===== src/hw/rtl/sult_pkg.sv =====
// ----------------------------------------------------------------------------
// sult_pkg: shared types and codes for the sorted unique list table
// Command and result layouts plus the opcode and status codes.
// ----------------------------------------------------------------------------
package sult_pkg;

    localparam int OPCODE_W   = 3;
    localparam int KEY_IN_W   = 32;
    localparam int POSITION_W = 4;
    localparam int STATUS_W   = 3;
    localparam int DATA_W     = 32;
    localparam int COUNT_W    = 5;

    localparam logic [OPCODE_W-1:0] OP_INSERT     = 3'd0;
    localparam logic [OPCODE_W-1:0] OP_REMOVE_KEY = 3'd1;
    localparam logic [OPCODE_W-1:0] OP_REMOVE_AT  = 3'd2;
    localparam logic [OPCODE_W-1:0] OP_READ       = 3'd3;
    localparam logic [OPCODE_W-1:0] OP_QUERY      = 3'd4;
    localparam logic [OPCODE_W-1:0] OP_CLEAR      = 3'd5;

    localparam logic [STATUS_W-1:0] ST_OK        = 3'd0;
    localparam logic [STATUS_W-1:0] ST_DUPLICATE = 3'd1;
    localparam logic [STATUS_W-1:0] ST_NOT_FOUND = 3'd2;
    localparam logic [STATUS_W-1:0] ST_BAD_INDEX = 3'd3;
    localparam logic [STATUS_W-1:0] ST_FULL      = 3'd4;

    typedef struct packed {
        logic [OPCODE_W-1:0]   opcode;
        logic [KEY_IN_W-1:0]   key;
        logic [POSITION_W-1:0] position;
    } cmd_t;

    typedef struct packed {
        logic [STATUS_W-1:0] status;
        logic [DATA_W-1:0]   data_out;
        logic                found;
        logic [COUNT_W-1:0]  entry_count;
    } rsp_t;

endpackage


===== src/hw/rtl/sult_key_ram.sv =====
// ----------------------------------------------------------------------------
// sult_key_ram: key storage for the sorted list table
// One write port and one read port with registered read data.
// ----------------------------------------------------------------------------
module sult_key_ram #(
    parameter int DEPTH = 16,
    parameter int WIDTH = 32
) (
    input  logic                     clk,
    input  logic                     we,
    input  logic [$clog2(DEPTH)-1:0] waddr,
    input  logic [WIDTH-1:0]         wdata,
    input  logic [$clog2(DEPTH)-1:0] raddr,
    output logic [WIDTH-1:0]         rdata
);

    logic [WIDTH-1:0] mem [DEPTH];
    logic [WIDTH-1:0] rdata_reg;

    always_ff @(posedge clk)
    begin
        if (we)
        begin
            mem[waddr] <= wdata;
        end
        rdata_reg <= mem[raddr];
    end

    assign rdata = rdata_reg;

endmodule


===== src/hw/rtl/sorted_unique_list_table_core.sv =====
// ----------------------------------------------------------------------------
// sorted_unique_list_table_core: bounded sorted set of unique keys
// Keys sit in ascending order in a single-port-read key RAM; a small sequencer
// scans and shifts entries one per cycle through one shared comparator.
// ----------------------------------------------------------------------------
// Usage: raise start with a command while busy is low; exactly one result
// follows, shown for one cycle with done high, and it cannot be held off.
// Clear, unused opcodes, bad indexes and operations on an empty table answer
// straight from idle. Read fetches the key and answers from the fetch state.
// Query, insert and remove by key scan the table one entry per cycle until
// the first key not below the given key or the last entry; insert then
// shifts the upper entries up one per cycle and places the key, or appends it
// when it goes at the end, and both removes shift the upper entries down one
// per cycle unless the last entry goes. The worst case is an insert into a
// table one short of full: the scan and the shift share the single read port
// of the key RAM, so together they read each entry once and the one at the slot twice.
// ----------------------------------------------------------------------------
module sorted_unique_list_table_core #(
    parameter int CAPACITY  = 16,
    parameter int KEY_WIDTH = 32
) (
    input  logic           clk,
    input  logic           rst_n,
    input  logic           start,
    input  sult_pkg::cmd_t command,
    output logic           busy,
    output logic           done,
    output sult_pkg::rsp_t result
);

    localparam int AW = $clog2(CAPACITY);
    localparam int CW = $clog2(CAPACITY + 1);
    localparam int PW = (CW > sult_pkg::POSITION_W) ? CW : sult_pkg::POSITION_W;

    typedef enum logic [2:0] {
        S_IDLE,
        S_SCAN,
        S_FETCH,
        S_SHIFT_UP,
        S_PLACE,
        S_SHIFT_DN
    } state_t;

    state_t                          state_reg, state_next;
    logic [CW-1:0]                   count_reg, count_next;
    logic [AW-1:0]                   idx_reg, idx_next;
    logic [AW-1:0]                   slot_reg, slot_next;
    logic [sult_pkg::OPCODE_W-1:0]   op_reg, op_next;
    logic [KEY_WIDTH-1:0]            key_reg, key_next;
    logic [sult_pkg::DATA_W-1:0]     data_reg, data_next;
    logic                            done_reg, done_next;
    sult_pkg::rsp_t                  rsp_reg, rsp_next;

    logic                            ram_we;
    logic [AW-1:0]                   ram_waddr;
    logic [KEY_WIDTH-1:0]            ram_wdata;
    logic [AW-1:0]                   ram_raddr;
    logic [KEY_WIDTH-1:0]            rd_key;

    logic                            fin;
    logic [sult_pkg::STATUS_W-1:0]   fin_status;
    logic [sult_pkg::DATA_W-1:0]     fin_data;
    logic                            fin_found;

    logic [KEY_WIDTH-1:0]            key_in;
    logic [PW-1:0]                   pos_x;
    logic                            pos_ok;
    logic                            below;
    logic                            match;
    logic                            scan_more;
    logic [CW-1:0]                   idx_c;
    logic [CW-1:0]                   slot_scan;
    logic                            full;

    sult_key_ram #(
        .DEPTH (CAPACITY),
        .WIDTH (KEY_WIDTH)
    ) u_key_ram (
        .clk   (clk),
        .we    (ram_we),
        .waddr (ram_waddr),
        .wdata (ram_wdata),
        .raddr (ram_raddr),
        .rdata (rd_key)
    );

    assign key_in    = KEY_WIDTH'(command.key);
    assign pos_x     = PW'(command.position);
    assign pos_ok    = pos_x < PW'(count_reg);
    assign idx_c     = CW'(idx_reg);
    assign below     = rd_key < key_reg;
    assign match     = !below && (rd_key == key_reg);
    assign scan_more = below && ((idx_c + CW'(1)) < count_reg);
    assign slot_scan = below ? (idx_c + CW'(1)) : idx_c;
    assign full      = count_reg == CW'(CAPACITY);

    always_comb
    begin
        state_next = state_reg;
        count_next = count_reg;
        idx_next   = idx_reg;
        slot_next  = slot_reg;
        op_next    = op_reg;
        key_next   = key_reg;
        data_next  = data_reg;
        done_next  = 1'b0;
        rsp_next   = rsp_reg;

        ram_we     = 1'b0;
        ram_waddr  = idx_reg;
        ram_wdata  = rd_key;
        ram_raddr  = idx_reg;

        fin        = 1'b0;
        fin_status = sult_pkg::ST_OK;
        fin_data   = '0;
        fin_found  = 1'b0;

        unique case (state_reg)
            S_IDLE:
            begin
                if (start)
                begin
                    op_next  = command.opcode;
                    key_next = key_in;
                    priority if (command.opcode == sult_pkg::OP_INSERT ||
                                 command.opcode == sult_pkg::OP_REMOVE_KEY ||
                                 command.opcode == sult_pkg::OP_QUERY)
                    begin
                        if (count_reg == '0)
                        begin
                            // empty table: answer at once
                            fin = 1'b1;
                            if (command.opcode == sult_pkg::OP_INSERT)
                            begin
                                ram_we     = 1'b1;
                                ram_waddr  = '0;
                                ram_wdata  = key_in;
                                count_next = CW'(1);
                            end
                            else if (command.opcode == sult_pkg::OP_REMOVE_KEY)
                            begin
                                fin_status = sult_pkg::ST_NOT_FOUND;
                            end
                        end
                        else
                        begin
                            ram_raddr  = '0;
                            idx_next   = '0;
                            state_next = S_SCAN;
                        end
                    end
                    else if (command.opcode == sult_pkg::OP_REMOVE_AT ||
                             command.opcode == sult_pkg::OP_READ)
                    begin
                        if (!pos_ok)
                        begin
                            fin        = 1'b1;
                            fin_status = sult_pkg::ST_BAD_INDEX;
                        end
                        else
                        begin
                            ram_raddr  = AW'(pos_x);
                            idx_next   = AW'(pos_x);
                            state_next = S_FETCH;
                        end
                    end
                    else if (command.opcode == sult_pkg::OP_CLEAR)
                    begin
                        count_next = '0;
                        fin        = 1'b1;
                    end
                    else
                    begin
                        fin = 1'b1;
                    end
                end
            end

            S_SCAN:
            begin
                if (scan_more)
                begin
                    idx_next  = idx_reg + AW'(1);
                    ram_raddr = idx_reg + AW'(1);
                end
                else
                begin
                    unique case (op_reg)
                        sult_pkg::OP_QUERY:
                        begin
                            fin       = 1'b1;
                            fin_found = match;
                        end
                        sult_pkg::OP_REMOVE_KEY:
                        begin
                            if (!match)
                            begin
                                fin        = 1'b1;
                                fin_status = sult_pkg::ST_NOT_FOUND;
                            end
                            else if (slot_scan == count_reg - CW'(1))
                            begin
                                count_next = count_reg - CW'(1);
                                fin        = 1'b1;
                            end
                            else
                            begin
                                // close the gap from the matched slot upward
                                idx_next   = AW'(slot_scan);
                                ram_raddr  = AW'(slot_scan) + AW'(1);
                                data_next  = '0;
                                state_next = S_SHIFT_DN;
                            end
                        end
                        default:
                        begin
                            if (match)
                            begin
                                fin        = 1'b1;
                                fin_status = sult_pkg::ST_DUPLICATE;
                            end
                            else if (full)
                            begin
                                fin        = 1'b1;
                                fin_status = sult_pkg::ST_FULL;
                            end
                            else if (slot_scan == count_reg)
                            begin
                                ram_we     = 1'b1;
                                ram_waddr  = AW'(slot_scan);
                                ram_wdata  = key_reg;
                                count_next = count_reg + CW'(1);
                                fin        = 1'b1;
                            end
                            else
                            begin
                                // open a hole at the slot, top entry first
                                slot_next  = AW'(slot_scan);
                                idx_next   = AW'(count_reg);
                                ram_raddr  = AW'(count_reg) - AW'(1);
                                state_next = S_SHIFT_UP;
                            end
                        end
                    endcase
                end
            end

            S_SHIFT_UP:
            begin
                ram_we    = 1'b1;
                ram_waddr = idx_reg;
                ram_wdata = rd_key;
                if (idx_reg - AW'(1) == slot_reg)
                begin
                    state_next = S_PLACE;
                end
                else
                begin
                    idx_next  = idx_reg - AW'(1);
                    ram_raddr = idx_reg - AW'(2);
                end
            end

            S_PLACE:
            begin
                ram_we     = 1'b1;
                ram_waddr  = slot_reg;
                ram_wdata  = key_reg;
                count_next = count_reg + CW'(1);
                fin        = 1'b1;
            end

            S_SHIFT_DN:
            begin
                ram_we    = 1'b1;
                ram_waddr = idx_reg;
                ram_wdata = rd_key;
                if (idx_c + CW'(2) == count_reg)
                begin
                    count_next = count_reg - CW'(1);
                    fin        = 1'b1;
                    fin_data   = data_reg;
                end
                else
                begin
                    idx_next  = idx_reg + AW'(1);
                    ram_raddr = idx_reg + AW'(2);
                end
            end

            S_FETCH:
            begin
                if (op_reg == sult_pkg::OP_READ)
                begin
                    fin      = 1'b1;
                    fin_data = sult_pkg::DATA_W'(rd_key);
                end
                else if (idx_c + CW'(1) == count_reg)
                begin
                    count_next = count_reg - CW'(1);
                    fin        = 1'b1;
                    fin_data   = sult_pkg::DATA_W'(rd_key);
                end
                else
                begin
                    // hold the removed key while the upper entries move down
                    data_next  = sult_pkg::DATA_W'(rd_key);
                    ram_raddr  = idx_reg + AW'(1);
                    state_next = S_SHIFT_DN;
                end
            end

            default:
            begin
                state_next = S_IDLE;
            end
        endcase

        if (fin)
        begin
            state_next           = S_IDLE;
            done_next            = 1'b1;
            rsp_next.status      = fin_status;
            rsp_next.data_out    = fin_data;
            rsp_next.found       = fin_found;
            rsp_next.entry_count = sult_pkg::COUNT_W'(count_next);
        end
    end

    always_ff @(posedge clk or negedge rst_n)
    begin
        if (!rst_n)
        begin
            state_reg <= S_IDLE;
            count_reg <= '0;
            idx_reg   <= '0;
            slot_reg  <= '0;
            op_reg    <= '0;
            key_reg   <= '0;
            data_reg  <= '0;
            done_reg  <= 1'b0;
            rsp_reg   <= '0;
        end
        else
        begin
            state_reg <= state_next;
            count_reg <= count_next;
            idx_reg   <= idx_next;
            slot_reg  <= slot_next;
            op_reg    <= op_next;
            key_reg   <= key_next;
            data_reg  <= data_next;
            done_reg  <= done_next;
            rsp_reg   <= rsp_next;
        end
    end

    assign busy   = state_reg != S_IDLE;
    assign done   = done_reg;
    assign result = rsp_reg;

endmodule

===== config.mk =====
export PLATFORM = sky130hd
export DESIGN_NAME = sorted_unique_list_table_core
export DESIGN_NICKNAME = d
export VERILOG_FILES = /design/src/hw/rtl/sult_pkg.sv /design/src/hw/rtl/sult_key_ram.sv /design/src/hw/rtl/sorted_unique_list_table_core.sv
export SDC_FILE = /design/constraint.sdc
export NUM_CORES = 1
export LEC_CHECK = 0
export ABC_AREA = 1
export BUFFER_PORTS_ARGS = -buffer_cell sky130_fd_sc_hd__buf_2
export CORE_MARGIN = 8
export CORE_UTILIZATION = 35
export CTS_CLUSTER_DIAMETER = 80
export DETAILED_ROUTE_END_ITERATION = 6
export PLACE_DENSITY = 0.55
export SLEW_MARGIN = 30
export SYNTH_ARGS = -nofsm -noshare
export SYNTH_HDL_FRONTEND = slang
export SYNTH_SLANG_ARGS = --single-unit

===== constraint.sdc =====
create_clock -name clk -period 5.9 [get_ports clk]
set_input_delay 0.885 -clock clk [delete_from_list [all_inputs] [get_ports clk]]
set_output_delay 0.885 -clock clk [all_outputs]
set_load 0.01 [all_outputs]

Word-level counts from Yosys, hierarchy flattened
Memories as Yosys holds them, arrays and structs flattened. A register that Yosys moved wholly into a read port is not among the register bits.
Cells that the tools add are included.

word-level totals
  memory bits (read-only) = 0
  output and inout port bits = 43
  memory bits (writable) = 512
  word-level logic and storage cells = 237
  input bits = 42
  bits in latches = 0
  memories kept = 1
  register bits = 125

memories
  memory         words  bits a word  rd ports  clocked after memory_dff  write ports  line                text
  u_key_ram.mem  16     32           1         1                         1            sult_key_ram.sv:17  logic [WIDTH-1:0] mem [DEPTH];

operators by class
  reductions and logical operators = 20
  divide/modulo/power cells = 0
  shift-type cells = 0
  bitwise operators = 5
  add/subtract/negate cells = 10
  multiply operators = 0
  eq/ne operators = 49
  magnitude comparators = 3
  multiplexer cells = 137

operators by type and width
  kind                  number
  $mux W32              18
  $mux W4               32
  $pmux W32 S2          2
  $pmux W32 S3          1
  $mux W5               16
  $mux W3               20
  $ne A4 B4 Y1 const B  13
  $eq A32 B32 Y1        1
  $lt A32 B32 Y1        1
  $mux W1               28
  $pmux W5 S5           1
  $ne A3 B3 Y1 const B  7
  $eq A5 B5 Y1          4
  $pmux W4 S5           1
  $pmux W3 S2           3
  $ne A2 B2 Y1 const B  8
  $pmux W4 S2           2
  $pmux W4 S4           1
  $eq A3 B2 Y1 const B  5
  $eq A3 B3 Y1 const B  5
  $pmux W3 S5           1
  $reduce_and A15 Y1    1
  $mux W2               6
  $pmux W4 S3           1
  other kinds (33)      46

Longest topological paths before layout
  depth in word-level cells = 11
  gate-level depth with buffers = 36
  depth with buffers taken out = 33

Cells and area by module
From an unflattened synthesis, not the netlist that was laid out.

unflattened totals
  cells, all modules = 3497
  area, all modules = 32293.5 um^2

by module, submodules not included
  module                         area each (um^2)  cells an instance  times used
  sult_key_ram                   22730.6           2120               1
  sorted_unique_list_table_core  9562.9            1377               1

Least setup slack after synthesis
Ideal clock, no wire load.

  path type = register to register
  start = register idx_reg[1]
  end = memory u_key_ram.mem[0][0] (enable)
  library setup time = 0.421 ns
  required time = 5.479 ns
  period minus slack after synthesis = 5.012 ns
  stages on the path, launching flop included = 18
  slack = 0.888 ns
  data arrival time = 4.591 ns
  cell sequence = dfrtp_1 -> clkbuf_1 -> clkinv_1 -> ha_1 -> ha_1 -> a21oi_1 -> nor3_1 -> a211o_1 -> nor3_2 -> inv_1 -> clkbuf_1 -> nand2_2 -> nand2_1 -> o211ai_1 -> o311ai_1 -> nor2_1 -> nand3_1 -> nor2_1

between the ends
  cells in the longest elaborated chain, start to end = 11
  elaborated cells on any way between the ends = 23
  classes of those cells = 1 x add/sub; 1 x order compare; 1 x eq/ne; 19 x mux; 1 x reduce/logical

RTL lines
  element                        line                                                                      text
  start: declaration             sorted_unique_list_table_core.sv:46                                       logic [AW-1:0] idx_reg, idx_next;
  start signal: assignment       sorted_unique_list_table_core.sv:349                                      idx_reg <= idx_next;
  $add A4 B1 Y5                  sorted_unique_list_table_core.sv:93, sorted_unique_list_table_core.sv:94
  $mux W5                        sorted_unique_list_table_core.sv:94                                       assign slot_scan = below ? (idx_c + CW'(1)) : idx_c;
  $eq A5 B5 Y1                   sorted_unique_list_table_core.sv:228                                      else if (slot_scan == count_reg)
  $mux W1                        sorted_unique_list_table_core.sv:228
  $mux W1                        sorted_unique_list_table_core.sv:223                                      else if (full)
  $mux W1                        sorted_unique_list_table_core.sv:218                                      if (match)
  $mux W1                        sorted_unique_list_table_core.sv:189                                      unique case (op_reg)
  $mux W1                        sorted_unique_list_table_core.sv:182                                      if (scan_more)
  $pmux W1 S3                    sorted_unique_list_table_core.sv:119                                      unique case (state_reg)
  $mux W1                        sult_key_ram.sv:22                                                        if (we)
  $mux W1 (implied by the code)  sult_key_ram.sv:24                                                        mem[waddr] <= wdata;
  end: declaration               sult_key_ram.sv:17

Parallel ways exist; a longest one is shown, timed or not.

Worst setup path after layout
  start = register u_key_ram.rdata_reg[1] (netlist: u_key_ram.rdata[1]), read port of u_key_ram.mem
  end = memory u_key_ram.mem[5][6] (enable)

between the ends
  cells in the longest elaborated chain, start to end = 11
  elaborated cells on any way between the ends = 21
  classes of those cells = 1 x order compare; 2 x eq/ne; 15 x mux; 3 x reduce/logical

RTL lines
  element                        line                                  text
  start: declaration             sult_key_ram.sv:18                    logic [WIDTH-1:0] rdata_reg;
  $lt A32 B32 Y1 *               sorted_unique_list_table_core.sv:91   assign below = rd_key < key_reg;
  $mux W5 *                      sorted_unique_list_table_core.sv:94
  net slot_scan[1]               sorted_unique_list_table_core.sv:72   logic [CW-1:0] slot_scan;
  $eq A5 B5 Y1                   sorted_unique_list_table_core.sv:228
  $mux W1                        sorted_unique_list_table_core.sv:228
  $mux W1                        sorted_unique_list_table_core.sv:223
  $mux W1                        sorted_unique_list_table_core.sv:218
  $mux W1                        sorted_unique_list_table_core.sv:189
  $mux W1                        sorted_unique_list_table_core.sv:182
  $pmux W1 S3                    sorted_unique_list_table_core.sv:119
  $mux W1                        sult_key_ram.sv:22
  $mux W1 (implied by the code)  sult_key_ram.sv:24

Mark *: on every way through the listed nets, which the timed path passes. The rest lies on a longest branch.

==> results.yml <==
critical_path:
  critical_path.max_fanout: 11
  critical_path_at_ns: 5.51
  critPathKind: "reg -> reg"
  family_with_the_most_delay_on_the_worst_path: "simple AND/OR/NAND/NOR gates"
  critical-path-max-stage-delay_ns: 0.56
  critPathLaunchType: "register"
  slowest_cp_cell: "dfxtp_1"
  critical_path.reg2reg.endpoint: "u_key_ram.mem[5][6]"
  path_buf_inv: 2
  timing.reg2reg.setup_slack_ns: 0.68
  reg2regPathDepth: 27
  crit_path_frequent_cell: "nand2_1"
  timing.rr.start: "u_key_ram.rdata[1]"
  critical_path_required_ns: 6.19
  worstSetupEndpointType: "register"
grt:
  grt_max_degree: 159
  grt_pass1_wl_um: 147700
  grt_usage: 0.1846
  antenna_found_initial: 2
  first_global_vias: 23584
  grt_remaining_overflow: 0
detailed_routing:
  avgViaCountPerCell: 5.195
  number_of_remaining_drc_errors: 0
  drt_wl_total_um: 96590
  drt_initial_violations: 2299
  ant_nets: 0
  firstDrtPassIters: 7
  wl_per_cell_um: 20.37
  via_count: 24640
sta:
  setup-violations-final: 0
  finalClockSkew_ns: 0.04748
  timing_worst_slew_pin_value_ns: 0.9646
  grt_setup_unrepaired: "false"
  slew_violations: 0
  post-route-min-period_ns: 5.221
  clock.fmax_mhz: 191.5
  normalized_max_slew_margin: 0.3569
  report.final.hold_viol_count: 0
  finalCritPeriodShare: 0.8850
  timing.setup.tns_ns: 0
synthesis:
  synth_seq_cells: 669
  yosysSeqAreaShare: 0.5908
  synth_enable_flop_cells: 512
  post-synth-top-count-cell: "nand3_1"
  syn-mean-instance-area_um2: 9.480
  synth_top_cells_by_count: "nand3_1, nand2_1, edfxtp_1, inv_1, o21ai_0"
  syn-instance-count: 3418
  yosys_warnings: 0
  ys_async_sr_fraction: 0.1868
  synth.top_cell.area_share: 0.4745
  ys_dominant_reg_cell: "edfxtp_1"
  syn_nets: 3508
  synth_cell_type_count: 61
  netlist_area_mm2: 0.03240
  post-synth-top-area-cell: "edfxtp_1"
  synth_area_leaders: "edfxtp_1, nand3_1, dfrtp_1"
clock_network:
  cts.htree.levels: 3
  clock_latency_reported_for_the_late_side_of_the_worst_skew_pair_ns: 0.64
  cts_buffer_count: 73
  cts.repair.resized: 0
  post_cts_hold_buffer_count: 0
  worst_setup_hold_path_clk_slew_ns: 0.06
  cts_max_path_buffers: 3
  clk_root_buffer_cell: "clkbuf_16"
  post_cts_buffers: 0
  clkSinkCount: 669
  cts_tree: "done"
final_layout:
  area_delta_synth_final_pct: 14.70
  layout-drive-gt1-share: 0.1046
  max_flop_register: "u_key_ram.mem"
  postLayoutCoreUtil: 0.4055
  largest_register_ff_count: 512
  design.final.nets: 3588
floorplanning:
  core_area_mm2: 0.09166
  boundaryPins: 85
  rows: 111
  fp.dieArea_mm2: 0.1026
  starting_density_of_the_core: 0.3535
  vertical_die_dimension_um: 320.3
  chipWidth_um: 320.3
place:
  gpl.final_weighted_congestion: 0.9566
  buffer_ports.inserted: 84
  detailedPlacementHpwl_um: 57680
status:
  outcome: "complete, no violations"
min_path:
  worstHoldPathType: "in -> async"
job:
  max_cap_violations: 0
-- layer usage --
metal / share of wire / vias up / global-route usage
li1: - / 11782 / -
met1: 0.44 / 11767 / 0.2525
met3: 0.063 / 180 / 0.02500
met2: 0.46 / 909 / 0.3006
met4: 0.030 / 2 / 0.06373
met5: 0.00013 / - / 0
-- worst register-to-register path, delay by kind of cell (launching register included) --
kind / cells / cell delay, ns
AO/OA/AOI/OAI: 3 / 0.69
AND/OR/NAND/NOR: 21 / 2.90
adder cells (fa/ha/maj): 1 / 0.33
flip-flops: 1 / 0.56
buffers and inverters: 2 / 0.38
-- worst max path at each step --
stage	slack (ns)	endpoint	cells past startpoint	from
after floorplan	0.89	u_key_ram.mem[0][0]	17	idx_reg[1]
after global placement	0.75	u_key_ram.mem[4][6]	27	key_reg[5]
after detailed placement	0.79	u_key_ram.mem[5][6]	26	key_reg[5]
after CTS	0.75	u_key_ram.mem[4][6]	28	u_key_ram.rdata[1]
after global routing	0.32	u_key_ram.mem[5][6]	27	u_key_ram.rdata[1]
final	0.68	u_key_ram.mem[5][6]	27	u_key_ram.rdata[1]
-- logic make-up (layout without fill, tap and decap cells) --
logic type	after synthesis	in the layout	synth area share
AOI/OAI and AO/OA	413	413	0.07665
xor gates and xnor gates	17	17	0.004827
adders and majority gates	48	48	0.01854
buffers and inverters	712	850	0.08916
DFF	669	669	0.5908
other	0	1	0
and+or+nand+nor	1559	1559	0.2200
-- cell usage in the layout, fill, tap and decap left out, types with 65 or more instances in the layout --
cell type	synthesis	final
a21oi_1	111	111
buf_2	71	83
buf_4	20	97
clkbuf_16	0	76
dfrtp_1	125	125
edfxtp_1	512	512
inv_1	491	488
nand2_1	681	680
nand3_1	685	684
nand3b_1	65	65
o21ai_0	169	169
-- cell type report --
type                    count  area [µm²]
diodes                      1       2.502
multi-input cells        2037       10580
clock buffers              93        1986
repair buffers            209        1707
clock inverters            40       356.6
flip-flops and latches    669       19140
fillers                  8890       54500
inverters                 508        1909
well taps                1186        1484
-- per-stage QoR --
step | area (µm²) | setup slack (ns) | hold slack [ns] | std cells
after CTS | 37150 | 0.7535 | 0.3654 | 4741
final | 37170 | 0.6787 | 0.3435 | 4743
after global placement | 34810 | 0.7498 | 0.4616 | 4608
after detailed placement | 34810 | 0.7878 | 0.4623 | 4608
after floorplan | 32400 | 0.8881 | 0.4750 | 3418
after global routing | 37160 | 0.3185 | 0.3996 | 4742
Power is not shown: default switching activity piles up to over one toggle a cycle in this logic, so the estimate is an artifact.
